[src/hdl/cis_pkg.sv]
package cis_pkg;

  localparam int unsigned PatternMax = 16;
  localparam int unsigned PosWidth   = 16;
  localparam int unsigned LenWidth   = $clog2(PatternMax + 1);
  localparam int unsigned IdxWidth   = (PatternMax > 1) ? $clog2(PatternMax) : 1;
  localparam int unsigned StartWidth = 16;
  localparam int unsigned CfgAddrWidth = 5;
  localparam int unsigned CfgDataWidth = 64;

  typedef enum logic [1:0] {
    REG_PATTERN_LOW    = 2'd0,
    REG_PATTERN_HIGH   = 2'd1,
    REG_PATTERN_LENGTH = 2'd2,
    REG_UNUSED         = 2'd3
  } reg_idx_e;

  typedef logic [PatternMax-1:0][7:0] pattern_t;

  typedef struct packed {
    logic                  valid;
    logic                  found;
    logic [StartWidth-1:0] start;
  } result_t;

  // ASCII A-Z to lower case, everything else unchanged
  function automatic logic [7:0] fold(input logic [7:0] c);
    logic [7:0] r;
    r = c;
    if (c >= 8'h41 && c <= 8'h5A) begin
      r = c + 8'h20;
    end
    return r;
  endfunction

endpackage

[src/hdl/cis_cfg.sv]
module cis_cfg
  import cis_pkg::*;
(
  input  logic                    clk_i,
  input  logic                    rst_ni,
  input  logic                    psel,
  input  logic                    penable,
  input  logic                    pwrite,
  input  logic [CfgAddrWidth-1:0] paddr,
  input  logic [CfgDataWidth-1:0] pwdata,
  output logic [CfgDataWidth-1:0] prdata,
  output logic                    pready,
  output pattern_t                fold_pat_o,
  output logic [LenWidth-1:0]     eff_len_o
);

  logic [63:0] pat_low_q;
  logic [63:0] pat_high_q;
  logic [4:0]  pat_len_q;
  reg_idx_e    reg_idx;
  logic        wr_en;

  pattern_t            fold_pat_d, fold_pat_q;
  logic [LenWidth-1:0] eff_len_d, eff_len_q;
  logic [127:0]        raw_pat;
  logic [LenWidth-1:0] lim;

  assign pready  = 1'b1;
  assign reg_idx = reg_idx_e'(paddr[4:3]);
  assign wr_en   = psel & penable & pwrite;

  always_ff @(posedge clk_i or negedge rst_ni) begin
    if (!rst_ni) begin
      pat_low_q  <= '0;
      pat_high_q <= '0;
      pat_len_q  <= '0;
    end else if (wr_en) begin
      unique case (reg_idx)
        REG_PATTERN_LOW:    pat_low_q  <= pwdata[63:0];
        REG_PATTERN_HIGH:   pat_high_q <= pwdata[63:0];
        REG_PATTERN_LENGTH: pat_len_q  <= pwdata[4:0];
        default: ;
      endcase
    end
  end

  always_comb begin
    unique case (reg_idx)
      REG_PATTERN_LOW:    prdata = pat_low_q;
      REG_PATTERN_HIGH:   prdata = pat_high_q;
      REG_PATTERN_LENGTH: prdata = {{(CfgDataWidth-5){1'b0}}, pat_len_q};
      default:            prdata = '0;
    endcase
  end

  assign raw_pat = {pat_high_q, pat_low_q};

  // Effective length: clamp, then cut at the first zero byte.
  always_comb begin
    if ({1'b0, pat_len_q} > 6'(PatternMax)) begin
      lim = LenWidth'(PatternMax);
    end else begin
      lim = LenWidth'(pat_len_q);
    end
    eff_len_d = lim;
    for (int i = PatternMax - 1; i >= 0; i--) begin
      fold_pat_d[i] = fold(raw_pat[i*8 +: 8]);
      if (LenWidth'(i) < lim && raw_pat[i*8 +: 8] == 8'h00) begin
        eff_len_d = LenWidth'(i);
      end
    end
  end

  // User must change registers only while idle; it is not enforced.
  always_ff @(posedge clk_i or negedge rst_ni) begin
    if (!rst_ni) begin
      eff_len_q  <= '0;
      fold_pat_q <= '0;
    end else begin
      eff_len_q  <= eff_len_d;
      fold_pat_q <= fold_pat_d;
    end
  end

  assign fold_pat_o = fold_pat_q;
  assign eff_len_o  = eff_len_q;

endmodule

[src/hdl/cis_match.sv]
module cis_match
  import cis_pkg::*;
(
  input  logic                clk_i,
  input  logic                rst_ni,
  input  logic                fire_i,
  input  logic [7:0]          byte_i,
  input  logic                last_i,
  input  pattern_t            fold_pat_i,
  input  logic [LenWidth-1:0] eff_len_i,
  output result_t             res_o
);

  // window of folded text bytes, newest at index 0
  pattern_t              win_d, win_q;
  logic [PatternMax-1:0] eq;
  logic [PosWidth-1:0]   pos_q;
  logic                  reported_q;
  logic                  hit;
  logic [PosWidth:0]     count;
  logic [PosWidth:0]     start_full;

  if (PatternMax > 1) begin : g_shift
    assign win_d = {win_q[PatternMax-2:0], byte_i};
  end else begin : g_single
    assign win_d = byte_i;
  end

  // pattern byte i lines up with window entry len-1-i; bytes past len always agree
  always_comb begin
    for (int i = 0; i < PatternMax; i++) begin
      eq[i] = (LenWidth'(i) >= eff_len_i) ||
              (win_d[IdxWidth'(eff_len_i - LenWidth'(i + 1))] == fold_pat_i[i]);
    end
  end

  assign count      = {1'b0, pos_q} + (PosWidth+1)'(1);
  assign hit        = (eff_len_i != '0) && (count >= (PosWidth+1)'(eff_len_i)) && (&eq);
  assign start_full = count - (PosWidth+1)'(eff_len_i);

  always_ff @(posedge clk_i or negedge rst_ni) begin
    if (!rst_ni) begin
      win_q      <= '0;
      pos_q      <= '0;
      reported_q <= 1'b0;
    end else if (fire_i) begin
      if (last_i) begin
        win_q      <= '0;
        pos_q      <= '0;
        reported_q <= 1'b0;
      end else if (!reported_q) begin
        win_q <= win_d;
        if (pos_q != '1) begin
          pos_q <= pos_q + PosWidth'(1);
        end
        if (hit) begin
          reported_q <= 1'b1;
        end
      end
    end
  end

  always_comb begin
    res_o.valid = fire_i && !reported_q && (hit || last_i);
    res_o.found = hit;
    res_o.start = '0;
    if (hit) begin
      if (start_full > (PosWidth+1)'({StartWidth{1'b1}})) begin
        res_o.start = '1;
      end else begin
        res_o.start = StartWidth'(start_full);
      end
    end
  end

endmodule

[src/hdl/case_insensitive_substring_search.sv]
// Case-insensitive substring search over a byte stream.
// An accepted item passes through the input register, then through the match logic into
// the result register, from which any result that it causes is presented.
// Throughput: one item per cycle; a result held by a stalled receiver stops input once
// the input register also holds an item. Reset clears the pattern registers, the match
// state and both stages.
module case_insensitive_substring_search
  import cis_pkg::*;
(
  input  logic                    clk_i,
  input  logic                    rst_ni,
  input  logic                    in_valid_i,
  output logic                    in_stall_o,
  input  logic [7:0]              text_byte_i,
  input  logic                    is_last_i,
  output logic                    out_valid_o,
  input  logic                    out_stall_i,
  output logic                    found_o,
  output logic [StartWidth-1:0]   match_start_o,
  input  logic                    psel,
  input  logic                    penable,
  input  logic                    pwrite,
  input  logic [CfgAddrWidth-1:0] paddr,
  input  logic [CfgDataWidth-1:0] pwdata,
  output logic [CfgDataWidth-1:0] prdata,
  output logic                    pready
);

  pattern_t            fold_pat;
  logic [LenWidth-1:0] eff_len;

  logic       s1_valid_q;
  logic [7:0] s1_byte_q;
  logic       s1_last_q;
  logic       advance;
  logic       in_fire;

  result_t         res;
  logic            out_valid_q;
  logic            out_found_q;
  logic [StartWidth-1:0] out_start_q;

  cis_cfg u_cfg (
    .clk_i      (clk_i),
    .rst_ni     (rst_ni),
    .psel       (psel),
    .penable    (penable),
    .pwrite     (pwrite),
    .paddr      (paddr),
    .pwdata     (pwdata),
    .prdata     (prdata),
    .pready     (pready),
    .fold_pat_o (fold_pat),
    .eff_len_o  (eff_len)
  );

  // stage 1 item moves on when the result register is free or being taken
  assign advance    = s1_valid_q && (!out_valid_q || !out_stall_i);
  assign in_stall_o = s1_valid_q && !advance;
  assign in_fire    = in_valid_i && !in_stall_o;

  always_ff @(posedge clk_i or negedge rst_ni) begin
    if (!rst_ni) begin
      s1_valid_q <= 1'b0;
    end else if (in_fire) begin
      s1_valid_q <= 1'b1;
    end else if (advance) begin
      s1_valid_q <= 1'b0;
    end
  end

  always_ff @(posedge clk_i) begin
    if (in_fire) begin
      s1_byte_q <= fold(text_byte_i);
      s1_last_q <= is_last_i;
    end
  end

  cis_match u_match (
    .clk_i      (clk_i),
    .rst_ni     (rst_ni),
    .fire_i     (advance),
    .byte_i     (s1_byte_q),
    .last_i     (s1_last_q),
    .fold_pat_i (fold_pat),
    .eff_len_i  (eff_len),
    .res_o      (res)
  );

  always_ff @(posedge clk_i or negedge rst_ni) begin
    if (!rst_ni) begin
      out_valid_q <= 1'b0;
    end else if (res.valid) begin
      out_valid_q <= 1'b1;
    end else if (!out_stall_i) begin
      out_valid_q <= 1'b0;
    end
  end

  always_ff @(posedge clk_i) begin
    if (res.valid) begin
      out_found_q <= res.found;
      out_start_q <= res.start;
    end
  end

  assign out_valid_o   = out_valid_q;
  assign found_o       = out_found_q;
  assign match_start_o = out_start_q;

endmodule
[config.mk]
export PLATFORM = sky130hd
export DESIGN_NAME = case_insensitive_substring_search
export DESIGN_NICKNAME = d
export VERILOG_FILES = /design/src/hdl/cis_pkg.sv /design/src/hdl/cis_cfg.sv /design/src/hdl/cis_match.sv /design/src/hdl/case_insensitive_substring_search.sv
export SDC_FILE = /design/constraint.sdc
export NUM_CORES = 1
export LEC_CHECK = 0
export BUFFER_PORTS_ARGS = -buffer_cell sky130_fd_sc_hd__buf_2
export CORE_MARGIN = 2
export CORE_UTILIZATION = 58
export CTS_CLUSTER_DIAMETER = 60
export DETAILED_ROUTE_END_ITERATION = 10
export PLACE_DENSITY = 0.77
export SYNTH_ARGS = -nofsm -noshare
export SYNTH_HDL_FRONTEND = slang
export SYNTH_HIERARCHICAL = 1
export SYNTH_SLANG_ARGS = --single-unit
[constraint.sdc]
create_clock -name clk_i -period 6.55 [get_ports clk_i]
set_input_delay 0.9825 -clock clk_i [delete_from_list [all_inputs] [get_ports clk_i]]
set_output_delay 0.9825 -clock clk_i [all_outputs]
set_load 0.01 [all_outputs]
# Word-level counts from Yosys, hierarchy flattened
# Cells that the tools add are included.
# totals
register_bits	431
output_inout_bits	84
n_memories	0
latchBits	0
elab_cells	356
ram_bits	0
mem_bits_ro	0
in_bits	85
# classes
add_sub_neg	36
n_eq_ne	21
shift	0
mul	0
n_reduce_logical	89
div_mod_pow	0
magnitude_cmp	85
n_mux	80
bitwise_logic	2
# ops
operator	n
binary-select mux 8 bit (select 4 bit)	16
two-way mux 8 bit	33
two-way mux 120 bit	2
case mux 64 bit (3 select lines)	1
adder 8 x 6 -> 8 bit (second input constant)	17
>= comparator 8 x 7 -> 1 bit (second input constant)	17
less-or-equal comparator 8 x 7 -> 1 bit (second input constant)	17
== test 8 bit	16
zero test 8 bit	16
two-way mux 5 bit	17
< comparator 4 x 5 -> 1 bit (second input constant)	16
two-way mux 16 bit	4
>= comparator 4 x 5 -> 1 bit (first input constant)	8
logical AND 1 bit	40
< comparator 4 x 5 -> 1 bit (first input constant)	8
subtractor 4 bit (second input constant)	8
>= comparator 3 x 5 -> 1 bit (first input constant)	4
< comparator 3 x 5 -> 1 bit (first input constant)	4
logical OR 1 bit	18
adder 16 x 1 -> 17 bit (second input constant)	1
>= comparator 17 x 5 -> 1 bit	1
greater-than comparator 17 x 16 -> 1 bit (second input constant)	1
subtractor 17 x 5 -> 17 bit	1
adder 16 x 1 -> 16 bit (second input constant)	1
22 further kinds	46

# Logic depth before layout (Yosys ltp)
# logic_depth
ltp_word	20
depth_mapped	25
ltp_nobuf	13

# By module
# The synthesis kept the hierarchy.
# modules_own_cells
module	n_inst	seq_area_each_um2	area_per_inst_um2	cells_each
cis_match	1	3428.3	17107.7	1610
cis_cfg	1	6656.4	10889.2	825
case_insensitive_substring_search	1	830.8	949.7	45

# Worst setup path after synthesis
# No wires, ideal clock.
# synth_path
path_kind	flip-flop to flip-flop
start	register u_cfg.eff_len_q[0], in the netlist u_cfg/eff_len_o[0]
end	register out_found_q, in the netlist found_o (enable)
t_arrival_ns	5.380
period_less_slack_ns	5.779
setup_slack_ns	0.771
path_stages_with_launch	21
path_buffers	9
setup_ns	0.398
path_cell_list	dfrtp_1 -> buf_6 -> buf_6 -> inv_4 -> buf_6 -> buf_4 -> buf_2 -> buf_2 -> ha_1 -> buf_2 -> buf_4 -> buf_2 -> mux4_2 -> mux4_2 -> xor2_1 -> nor4_1 -> a41o_1 -> o21ai_0 -> nor4_2 -> nand3_4 -> a21oi_1
# synth_lines
item	line	rtl
start, declared	cis_cfg.sv:24	logic [LenWidth-1:0] eff_len_d, eff_len_q;
start signal, assigned	cis_cfg.sv:80	eff_len_q <= eff_len_d;
end signal, assigned	case_insensitive_substring_search.sv:102	out_found_q <= res.found;
end, declared	case_insensitive_substring_search.sv:40	logic out_found_q;

==> reports/qor.yml <==
cts_sinks: 431
p_leak_nw: 13.7
powerDensity_nw_per_um2: 432
cts_resized: 0
worst_pin_slew_ns: 1.14
synth_top_cell_area_share_pct: 35.0
insertion_delay_ns: 0.60
gp_congestion: 1.01
drtIter0Drc: 2961
syn_inst: 2480
synth_top_family_by_area: "multiplexers"
pin_count: 169
max_cap_viol_count: 0
wire_per_inst_um: 27.4
syn_area_sq_um: 28900
ys.flop_type: "dfrtp_1"
crit_fanout: 21
hold_class: "input pin to async pin"
cts_setup_buffers: 0
clock_skew_ns: 0.0248
firstDrtPassIters: 6
ys_types: 100
dieArea_sq_um: 51700
grt_max_degree: 156
ant_nets: 0
yosysSeqAreaShare_pct: 37.7
place_area_sq_um: 30200
start_kind: "flip-flop"
fp-row-count: 81
timing.final.crit_share_pct: 91.0
async_reset_ff_share_pct: 94.0
synth-simple-area-share_pct: 9.53
yosysWarnings: 6
vias: 22500
fmax_ghz: 0.168
slew_viol_final: 0
fin_util_pct: 64.9
avgSynthCellArea_sq_um: 11.7
synth_compound_area_share_pct: 11.3
holdWs_ns: 0.309
path_class: "flip-flop to flip-flop"
setup_violations: 0
antenna_cells: 0
first_global_vias: 21600
status: "finished, final reports clean"
dpl.hpwl_um: 65400
fin_tns_setup_ns: 0
synth-adder-area-share_pct: 1.63
h-tree-depth: 2
core_area_sq_um: 49200
synthMuxAreaShare_pct: 28.3
cp.arrival_ns: 6.26
fin_crit_ns: 5.96
yosysTopAreaCell: "dfrtp_1"
portBuffers: 164
slew_headroom_pct: 21.8
grt_usage_pct: 35.2
ir_drop_uv: 345
hold_viol: 0
cts.clk_slew.worst_paths_ns: 0.06
cts_buffer_depth: 3
cts_tree: "built"
fin_area_sq_um: 31900
finalNetCount: 2690
root_buffer: "clkbuf_16"
fillCellCount: 3634
cts_hold_buf: 0
rsz0062_at_grt: "no"
synthTopCellsByArea: "dfrtp_1 35%, mux4_2 13%, mux2i_1 9.0%, mux2_2 5.3%, xor2_1 3.9%"
drc: 0
synthToLayoutAreaGrowth_pct: 10.3
synth_nets: 2602
die_w_um: 227
ys_ff_latch: 431
synth_edf_count: 26
cts_made_buffers: 50
vias_per_cell: 6.90
initial_core_util_pct: 58.9
critPathRequiredTime_ns: 6.84
grt_overflow: 0
grt_pass1_wl_um: 136000
antenna_found_initial: 1
die_height_um: 227
drt_wl_total_um: 89600
synth-xor-area-share_pct: 7.72
drive_gt1_share_pct: 24.6
end_kind: "flip-flop"
## power by group
group | switching, W | internal, W
Sequential | 0.000733 | 0.00314
Clock | 0.00115 | 0.00182
Combinational | 0.00401 | 0.00293
Total | 0.00589 | 0.00789
## area by class of cell
class,instances,area [sq um],share of cell area [%]
well taps,664,831,2.60
inverters,31,119,0.372
multi-input cells,1838,17000,53.3
repair buffers,216,1280,4.02
clock inverters,27,417,1.31
flip-flops and latches,431,10900,34.2
clock buffers,63,1340,4.20
## layout by cell type, fill, tap and decap left out, drive strengths merged, types with 20 or more instances in the layout
master	n
nand2	83
nor2	124
nor4	32
a21o	36
mux4	166
ha	36
clkbuf	63
mux2i	262
nand4	24
a22o	124
a21oi	51
edfxtp	26
inv	33
xnor2	119
a22oi	25
nor3	38
buf	216
dfrtp	405
mux2	161
o21ai	51
xor2	131
and3	20
nand3	96
## cells by family (layout without fill, tap and decap cells)
family	count (synthesis)	count (layout)
muxes	589	589
and+or+nand+nor	526	526
AOI/OAI and AO/OA	435	435
DFF	431	431
xor gates and xnor gates	250	250
buffers and inverters	211	337
adders and majority gates	37	37
other	1	1
## worst max-delay path: stages, from the launching register on
cell,delay [ns]
dfrtp_4,0.65
clkinv_1,0.44
ha_1,1.21
buf_4,0.30
inv_1,0.19
mux2i_1,0.17
mux2i_1,0.55
xor2_1,0.15
a2111oi_0,0.47
buf_4,0.23
a222oi_1,0.11
a2111oi_2,0.28
nor4b_4,0.31
nand3_4,0.15
a21oi_2,0.22
buf_12,0.18
## synth_stat cells (20+ instances only)
master    number
dfrtp_1      405
mux2i_1      260
mux4_2       162
mux2_2       136
xor2_1       129
a22o_1       124
nor2_1       123
xnor2_1      118
nand3_1       95
clkbuf_1      91
nand2_1       83
o21ai_0       44
a21oi_1       41
nor3_1        38
a21o_1        36
ha_1          36
buf_4         32
buf_2         28
inv_1         27
nor4_1        27
edfxtp_1      26
a22oi_1       25
mux2_1        24
nand4_1       24
and3_1        20
## layer usage
metal | vias up | GRT usage (%) | part of all wire (%)
met5 | - | 0 | 0.018
met4 | 2 | 17.1 | 5.7
met3 | 242 | 7.95 | 10
met2 | 1240 | 52.5 | 44
met1 | 11400 | 49.0 | 40
li1 | 9622 | - | -
## flip-flops by register name, summed over array words and instances, names as in the netlist
| name | count |
|---|---|
| found_o | 1 |
| match_start_o | 16 |
| out_valid_o | 1 |
| s1_byte_q | 8 |
| s1_last_q | 1 |
| s1_valid_q | 1 |
| u_cfg/eff_len_o | 5 |
| u_cfg/fold_pat_o | 128 |
| u_cfg/pat_high_q | 64 |
| u_cfg/pat_len_q | 5 |
| u_cfg/pat_low_q | 64 |
| u_match/pos_q | 16 |
| u_match/reported_q | 1 |
| u_match/win_d | 120 |
## per-stage QoR
step,std cells,power [W],setup slack (ns)
CTS,3269,0.0136,0.799
detailed placement,3179,0.0106,0.810
global route,3270,0.0144,0.484
finish,3270,0.0138,0.587
floorplan,2480,0.00873,0.771
global placement,3179,0.0105,0.874
## worst paths after layout
kind                                     startpoint                   end  slack (ns)  depth (start not counted)
worst min-delay path                         rst_ni     u_match/win_d[41]        0.31                          1
worst max-delay path             u_cfg/eff_len_o[2]      match_start_o[5]        0.59                         15
worst max register to register   u_cfg/eff_len_o[2]      match_start_o[5]        0.59                         15
max in group asynchronous                    rst_ni    u_cfg/eff_len_o[1]        4.96                          2
worst min register to register  u_cfg/pat_low_q[12]  u_cfg/fold_pat_o[12]        0.45                          0
min in group clk_i              u_cfg/pat_low_q[12]  u_cfg/fold_pat_o[12]        0.45                          0
No activity file was read; power rests on OpenSTA's default activity.
